--- config.mk ---
export PLATFORM = sky130hd
export DESIGN_NAME = sync_framed_xor_packet_parser_core
export DESIGN_NICKNAME = d
export VERILOG_FILES = /design/src/rtl/sfxp_pkg.sv /design/src/rtl/sync_framed_xor_packet_parser_core.sv
export SDC_FILE = /design/constraint.sdc
export NUM_CORES = 1
export LEC_CHECK = 0
export ABC_AREA = 1
export BUFFER_PORTS_ARGS = -buffer_cell sky130_fd_sc_hd__buf_2
export CORE_ASPECT_RATIO = 1.25
export CORE_MARGIN = 2
export CORE_UTILIZATION = 51
export CTS_CLUSTER_SIZE = 14
export DETAILED_ROUTE_END_ITERATION = 10
export GPL_ROUTABILITY_DRIVEN = 0
export GPL_TIMING_DRIVEN = 0
export PLACE_DENSITY = 0.82
export SYNTH_ARGS = -nofsm -noshare
export SYNTH_HDL_FRONTEND = slang
export SYNTH_SLANG_ARGS = --single-unit
--- constraint.sdc ---
create_clock -name clk -period 10.4 [get_ports clk]
set_input_delay 0 -clock clk [delete_from_list [all_inputs] [get_ports clk]]
set_output_delay 0 -clock clk [all_outputs]
set_load 0.02 [all_outputs]
--- src/rtl/sfxp_pkg.sv ---
// Package for the framed XOR packet parser core.
// Holds widths, reset values, register indexes and the result beat layout.
// No dependencies.
`default_nettype none

package sfxp_pkg;

  localparam int ByteW    = 8;
  localparam int LenW     = 5;
  localparam int CfgIdxW  = 2;
  localparam int TdataW   = 32;
  localparam int TuserW   = 8;

  // largest payload the hardware carries
  localparam logic [LenW-1:0] MaxPayload = 5'd16;
  // payload bytes kept for a status report
  localparam logic [LenW-1:0] HeadBytes  = 5'd3;
  localparam logic [LenW-1:0] StatusLen  = 5'd3;

  // register reset values
  localparam logic [ByteW-1:0] SyncFirstRst  = 8'hAA;
  localparam logic [ByteW-1:0] SyncSecondRst = 8'h55;
  localparam logic [ByteW-1:0] StatusTypeRst = 8'h01;
  localparam logic [LenW-1:0]  MaxLengthRst  = 5'd16;

  // register indexes
  typedef enum logic [CfgIdxW-1:0] {
    REG_SYNC_FIRST  = 2'd0,
    REG_SYNC_SECOND = 2'd1,
    REG_STATUS_TYPE = 2'd2,
    REG_MAX_LENGTH  = 2'd3
  } cfg_reg_t;

  // result beat, fields listed from the highest bit down
  typedef struct packed {
    logic             status_valid;
    logic             led_on;
    logic             alarm_on;
    logic [ByteW-1:0] humidity;
    logic [ByteW-1:0] temperature;
    logic             status_updated;
    logic [LenW-1:0]  frame_size;
    logic             frame_good;
  } result_t;

  localparam int ResultW = $bits(result_t);

endpackage

`default_nettype wire

--- src/rtl/sync_framed_xor_packet_parser_core.sv ---
// Top level of the framed XOR packet parser core.
// Depends on sfxp_pkg for widths, register indexes and the result layout.
//
// Usage:
//   Slave stream (s_tvalid/s_tready/s_tdata) carries one received byte per
//   beat. The parser looks for: sync one, sync two, type, length, payload,
//   checksum (XOR of type, length and payload). At each checksum byte one
//   result beat leaves on the master stream: m_tdata holds the check flag,
//   length and the latched status; m_tuser holds the frame type.
//   Latency: the result beat is valid the cycle after the checksum byte is
//   accepted. Throughput: one byte per cycle while s_tready is high; the parser
//   state and the output register are updated by one pass of logic per accepted byte.
//   Stall: while a result waits in the output register and m_tready is low,
//   s_tready drops; a waiting result is taken and a new byte accepted in the
//   same cycle when m_tready is high.
//   Reset (rst, synchronous): parser waits for the first sync byte, status
//   latches clear, registers return to 0xAA, 0x55, 0x01 and 16.
//   Configuration: cfg_we writes cfg_data to register cfg_index at the clock
//   edge (0 sync one, 1 sync two, 2 status type, 3 max length); write only
//   while no frame is in progress.
`default_nettype none

module sync_framed_xor_packet_parser_core (
  input  wire logic                        clk,
  input  wire logic                        rst,
  input  wire logic                        s_tvalid,
  output logic                             s_tready,
  input  wire logic [sfxp_pkg::ByteW-1:0]  s_tdata,   // [7:0] rx_byte
  output logic                             m_tvalid,
  input  wire logic                        m_tready,
  // [0] frame_good, [5:1] frame_size, [6] status_updated, [14:7] temperature,
  // [22:15] humidity, [23] alarm_on, [24] led_on, [25] status_valid, rest 0
  output logic [sfxp_pkg::TdataW-1:0]      m_tdata,
  output logic [sfxp_pkg::TuserW-1:0]      m_tuser,   // [7:0] frame_kind
  input  wire logic                        cfg_we,
  input  wire logic [sfxp_pkg::CfgIdxW-1:0] cfg_index,
  input  wire logic [sfxp_pkg::ByteW-1:0]  cfg_data
);
  import sfxp_pkg::*;

  typedef enum logic [2:0] {
    PH_SYNC1 = 3'd0,
    PH_SYNC2 = 3'd1,
    PH_TYPE  = 3'd2,
    PH_LEN   = 3'd3,
    PH_DATA  = 3'd4,
    PH_CHECK = 3'd5
  } phase_t;

  // configuration registers
  logic [ByteW-1:0] sync_first, sync_second, status_type;
  logic [LenW-1:0]  max_length;

  // parser state
  phase_t           phase, phase_next;
  logic [ByteW-1:0] held_type, held_type_next;
  logic [LenW-1:0]  held_length, held_length_next;
  logic [LenW-1:0]  bytes_seen, bytes_seen_next;
  logic [ByteW-1:0] running_xor, running_xor_next;
  logic [ByteW-1:0] head0, head1, head2;

  // latched status
  logic [ByteW-1:0] lat_temp, lat_temp_next;
  logic [ByteW-1:0] lat_hum, lat_hum_next;
  logic             lat_alarm, lat_alarm_next;
  logic             lat_led, lat_led_next;
  logic             lat_valid, lat_valid_next;

  // output register
  result_t          res, res_next;
  logic [ByteW-1:0] res_kind;
  logic             emit;

  logic             accept;
  logic [LenW-1:0]  limit;
  logic [LenW-1:0]  seen_inc;
  logic             good, upd;

  assign s_tready = !m_tvalid || m_tready;
  assign accept   = s_tvalid && s_tready;
  assign limit    = (max_length > MaxPayload) ? MaxPayload : max_length;
  assign seen_inc = bytes_seen + LenW'(1);
  assign good     = (s_tdata == running_xor);
  assign upd      = good && (held_type == status_type) && (held_length == StatusLen);

  // work out the next parser state for the accepted byte
  always_comb begin
    phase_next       = phase;
    held_type_next   = held_type;
    held_length_next = held_length;
    bytes_seen_next  = bytes_seen;
    running_xor_next = running_xor;
    lat_temp_next    = lat_temp;
    lat_hum_next     = lat_hum;
    lat_alarm_next   = lat_alarm;
    lat_led_next     = lat_led;
    lat_valid_next   = lat_valid;
    emit             = 1'b0;
    case (phase)
      PH_SYNC1: begin
        if (s_tdata == sync_first) phase_next = PH_SYNC2;
      end
      PH_SYNC2: begin
        if (s_tdata == sync_second) begin
          phase_next = PH_TYPE;
        end else if (s_tdata != sync_first) begin
          phase_next       = PH_SYNC1;
          held_length_next = '0;
          bytes_seen_next  = '0;
          running_xor_next = '0;
        end
      end
      PH_TYPE: begin
        held_type_next   = s_tdata;
        running_xor_next = s_tdata;
        phase_next       = PH_LEN;
      end
      PH_LEN: begin
        if (s_tdata > {{(ByteW-LenW){1'b0}}, limit}) begin
          // oversize length: drop the frame silently
          phase_next       = PH_SYNC1;
          held_length_next = '0;
          bytes_seen_next  = '0;
          running_xor_next = '0;
        end else begin
          held_length_next = s_tdata[LenW-1:0];
          bytes_seen_next  = '0;
          running_xor_next = running_xor ^ s_tdata;
          phase_next       = (s_tdata == '0) ? PH_CHECK : PH_DATA;
        end
      end
      PH_DATA: begin
        running_xor_next = running_xor ^ s_tdata;
        bytes_seen_next  = seen_inc;
        if (seen_inc >= held_length) phase_next = PH_CHECK;
      end
      PH_CHECK: begin
        emit = 1'b1;
        if (upd) begin
          lat_temp_next  = head0;
          lat_hum_next   = head1;
          lat_alarm_next = head2[0];
          lat_led_next   = head2[1];
          lat_valid_next = 1'b1;
        end
        phase_next       = PH_SYNC1;
        held_length_next = '0;
        bytes_seen_next  = '0;
        running_xor_next = '0;
      end
      default: begin
        phase_next       = PH_SYNC1;
        held_length_next = '0;
        bytes_seen_next  = '0;
        running_xor_next = '0;
      end
    endcase
  end

  // assemble the result beat
  always_comb begin
    res_next.frame_good     = good;
    res_next.frame_size     = held_length;
    res_next.status_updated = upd;
    res_next.temperature    = lat_temp_next;
    res_next.humidity       = lat_hum_next;
    res_next.alarm_on       = lat_alarm_next;
    res_next.led_on         = lat_led_next;
    res_next.status_valid   = lat_valid_next;
  end

  // configuration writes
  always_ff @(posedge clk) begin
    if (rst) begin
      sync_first  <= SyncFirstRst;
      sync_second <= SyncSecondRst;
      status_type <= StatusTypeRst;
      max_length  <= MaxLengthRst;
    end else if (cfg_we) begin
      case (cfg_reg_t'(cfg_index))
        REG_SYNC_FIRST:  sync_first  <= cfg_data;
        REG_SYNC_SECOND: sync_second <= cfg_data;
        REG_STATUS_TYPE: status_type <= cfg_data;
        REG_MAX_LENGTH:  max_length  <= cfg_data[LenW-1:0];
        default: ;
      endcase
    end
  end

  // advance parser state and latches on each accepted beat
  always_ff @(posedge clk) begin
    if (rst) begin
      phase       <= PH_SYNC1;
      held_type   <= '0;
      held_length <= '0;
      bytes_seen  <= '0;
      running_xor <= '0;
      lat_temp    <= '0;
      lat_hum     <= '0;
      lat_alarm   <= 1'b0;
      lat_led     <= 1'b0;
      lat_valid   <= 1'b0;
    end else if (accept) begin
      phase       <= phase_next;
      held_type   <= held_type_next;
      held_length <= held_length_next;
      bytes_seen  <= bytes_seen_next;
      running_xor <= running_xor_next;
      lat_temp    <= lat_temp_next;
      lat_hum     <= lat_hum_next;
      lat_alarm   <= lat_alarm_next;
      lat_led     <= lat_led_next;
      lat_valid   <= lat_valid_next;
    end
  end

  // store the first payload bytes
  always_ff @(posedge clk) begin
    if (accept && phase == PH_DATA && bytes_seen < HeadBytes) begin
      case (bytes_seen[1:0])
        2'd0:    head0 <= s_tdata;
        2'd1:    head1 <= s_tdata;
        default: head2 <= s_tdata;
      endcase
    end
  end

  // output register: load on a checksum beat, drop once taken
  always_ff @(posedge clk) begin
    if (rst) begin
      m_tvalid <= 1'b0;
    end else if (accept && emit) begin
      m_tvalid <= 1'b1;
    end else if (m_tready) begin
      m_tvalid <= 1'b0;
    end
  end

  always_ff @(posedge clk) begin
    if (accept && emit) begin
      res      <= res_next;
      res_kind <= held_type;
    end
  end

  assign m_tdata = {{(TdataW-ResultW){1'b0}}, res};
  assign m_tuser = res_kind;

endmodule

`default_nettype wire
==> flow_metrics.env <==
export IMPL_initial_core_util_pct=52.7
export IMPL_area_growth_pct=23.5
export IMPL_grt_max_degree=17
export IMPL_via_per_inst=5.23
export IMPL_tritoncts="yes"
export IMPL_drv_slew=0
export IMPL_p_per_area_mw_per_mm2=167
export IMPL_clkTransAtPathRegs_ns=0.06
export IMPL_outcome="completed"
export IMPL_hold_start="cfg_index[1]"
export IMPL_max_stage_delay_ns=0.62
export IMPL_ys_seq_elements=130
export IMPL_fin_crit_ns=2.59
export IMPL_clk_path_buf_depth=2
export IMPL_portBuffers=57
export IMPL_final_cell_mix="175 x nand2_1, 91 x nor2_1, 78 x dfxtp_1"
export IMPL_rr_startpoint="m_tvalid"
export IMPL_final_setup_tns_ns=0
export IMPL_holdWs_ns=0.0276
export IMPL_clock_sinks=130
export IMPL_die_w_um=102
export IMPL_drc_errors=0
export IMPL_ctsHtreeMaxLevel=4
export IMPL_synth_area_per_cell_um2=8.35
export IMPL_rsz0062_at_grt="no"
export IMPL_p_leak_uw=0.00343
export IMPL_core_region_area_mm2=0.0117
export IMPL_numCtsBuffers=17
export IMPL_layout_drive_gt1_share_pct=18.2
export IMPL_synthTopCellsByArea="dfxtp_1 25%, edfxtp_1 25%, nand2_1 11%"
export IMPL_yosysTopAreaCellShare_pct=25.4
export IMPL_io_pins=65
export IMPL_crit_path_cell_trace="inv_1 > nor2_1 > inv_2 > nand2_1 > inv_2 > clkbuf_1 > o2111ai_1 > nor2_1"
export IMPL_num_antenna_cells=0
export IMPL_peakVddDrop_v=0.0000834
export IMPL_synthCells=736
export IMPL_skew_ns=0.00856
export IMPL_r2r_slack_ns=7.81
export IMPL_ys_warnings_count=0
export IMPL_wl_um=14900
export IMPL_cp_data_required_time_ns=10.45
export IMPL_num_rows=44
export IMPL_max_freq_mhz=386
export IMPL_dr_pass1_iters=6
export IMPL_synth_top_cell_by_area="dfxtp_1"
export IMPL_crit_fanout=10
export IMPL_critPathSlowestCell="nor2_1"
export IMPL_fillers=930
export IMPL_postRouteAntennaNets=0
export IMPL_postCtsSetupBuffers=0
export IMPL_hp_class="input port to register"
export IMPL_ys_types=38
export IMPL_root_buffer="clkbuf_16"
export IMPL_arrival_ns=2.64
export IMPL_whs_endpoint="sync_first[3]"
export IMPL_drt_wirelength_per_cell_um=14.6
export IMPL_grt_overflow=0
export IMPL_worst_pin_slew_ns=0.711
export IMPL_final_common_cell="nand2_1"
export IMPL_reg2regPathDepth=8
export IMPL_hold_depth=3
export IMPL_syn_area_mm2=0.00615
export IMPL_cap_violations=0
export IMPL_nNetsFinal=888
export IMPL_critical_path_class="register to register"
export IMPL_slew_headroom_pct=52.4
export IMPL_setup_violations=0
export IMPL_finalHoldViolCount=0
export IMPL_dp_hpwl_um=10000
export IMPL_crit_path_end_kind="register"
export IMPL_dieArea_mm2=0.0130
export IMPL_post_cts_resized=0
export IMPL_reg2reg_to="head0[4]"
export IMPL_antenna_found_initial=0
export IMPL_worstSkewPairLatency_ns=0.42
export IMPL_grt_pass1_wl_um=24100
export IMPL_grt_pass1_vias=4970
export IMPL_min_period_over_period_pct=24.9
export IMPL_die_height_um=127
export IMPL_startpoint_type="register"
export IMPL_grtUsageTotal_pct=24.4
export IMPL_vias=5362
export IMPL_drt_iter0_drc=471
export IMPL_synth_sequential_area_ratio_pct=50.8
## where the power goes
part           internal (uW)  total [uW]  switching, uW
Sequential               544         554           10.1
Combinational           42.5         120           77.7
Clock                    374         595            221
## cell type report
cell class                      count  area (um^2)  share of cell area, %
Clock inverter                     15          166                   2.19
Timing Repair Buffer               92          629                   8.29
Sequential cell                   130         3120                   41.1
Buffer                             31          191                   2.52
Clock buffer                       17          425                   5.60
Inverter                           85          319                   4.20
Multi-Input combinational cell    495         2540                   33.4
Tap cell                          161          201                   2.65
## flip-flops by register name (all words and copies together), names as in the netlist
signal       count
bytes_seen       5
head0            8
head1            8
head2            2
held_length      5
held_type        8
lat_alarm        1
lat_hum          8
lat_led          1
lat_temp         8
lat_valid        1
m_tdata         26
m_tuser          8
m_tvalid         1
max_length       5
phase            3
running_xor      8
status_type      8
sync_first       8
sync_second      8
## synthesized netlist by cell type
cell       number
inv_1          69
buf_12          1
o21bai_1        1
xnor2_2         2
nor3_1          7
clkinv_1        1
xor2_1          6
o21ai_1        17
nor2_2          4
dfxtp_1        78
nor3_2          3
o21ai_2         1
conb_1          1
nor3_4          1
xnor2_1        12
clkbuf_1        7
nand3_1        49
buf_4           8
inv_2          15
nor2_4          3
a21oi_1        33
nor4_1          2
nand4_1        17
nand4_2        11
buf_6           2
edfxtp_1       52
buf_1           2
o2111ai_1       1
nor2_1         91
o22ai_1         2
nand3_2         2
o21a_1          1
o211ai_1        6
buf_2          11
o21ai_0        24
ha_1           13
a211oi_1        5
nand2_1       175
## kinds of logic after synthesis
group	after synthesis	share of synthesized area, %
compound gates	91	8.10
xor+xnor	20	3.09
flops	130	50.8
other cells	1	0.0610
simple gates	365	27.0
buf+inv	116	8.30
fa+ha+maj	13	2.65
## what timing repair did
action                                 4_1_cts  5_1_grt
endpoints found under the hold margin       52        0
setup endpoints to repair                    0        0
hold buffers                                31        0
## how the worst max path moves through the flow
stage                        start     endpoint  slack, ns  cells past startpoint
after floorplan           m_tvalid   m_tdata[0]       5.87                      5
after global placement    phase[0]  m_tdata[22]       4.42                      2
after detailed placement  m_tvalid     head0[2]       7.90                      8
after CTS                 m_tvalid     head0[4]       7.82                      8
after global routing      m_tvalid     head0[3]       7.61                      8
final                     m_tvalid     head0[4]       7.81                      8
## stage by stage
step	std cells	area [um^2]	setup slack, ns	total power (uW)	util [%]
after CTS	1026	7600	7.82	1270	65.1
after global placement	959	6650	4.42	669	57.0
after detailed placement	963	6690	7.90	672	57.4
after global routing	1026	7600	7.61	1310	65.1
final	1026	7600	7.81	1270	65.1
after floorplan	741	6170	5.87	639	-
## worst max-delay path, delay by kind of cell, from the launching register on
family	cells	cell delay [ns]
compound gates	1	0.31
simple gates	3	0.83
buf+inv	4	0.77
flops	1	0.30
## layer usage
layer	global-route usage, %	share of wire [%]
met5	0	0
met3	5.73	6.1
met1	27.4	39
met4	12.3	3.6
met2	42.5	52
Power figures use the tool's default switching activity.
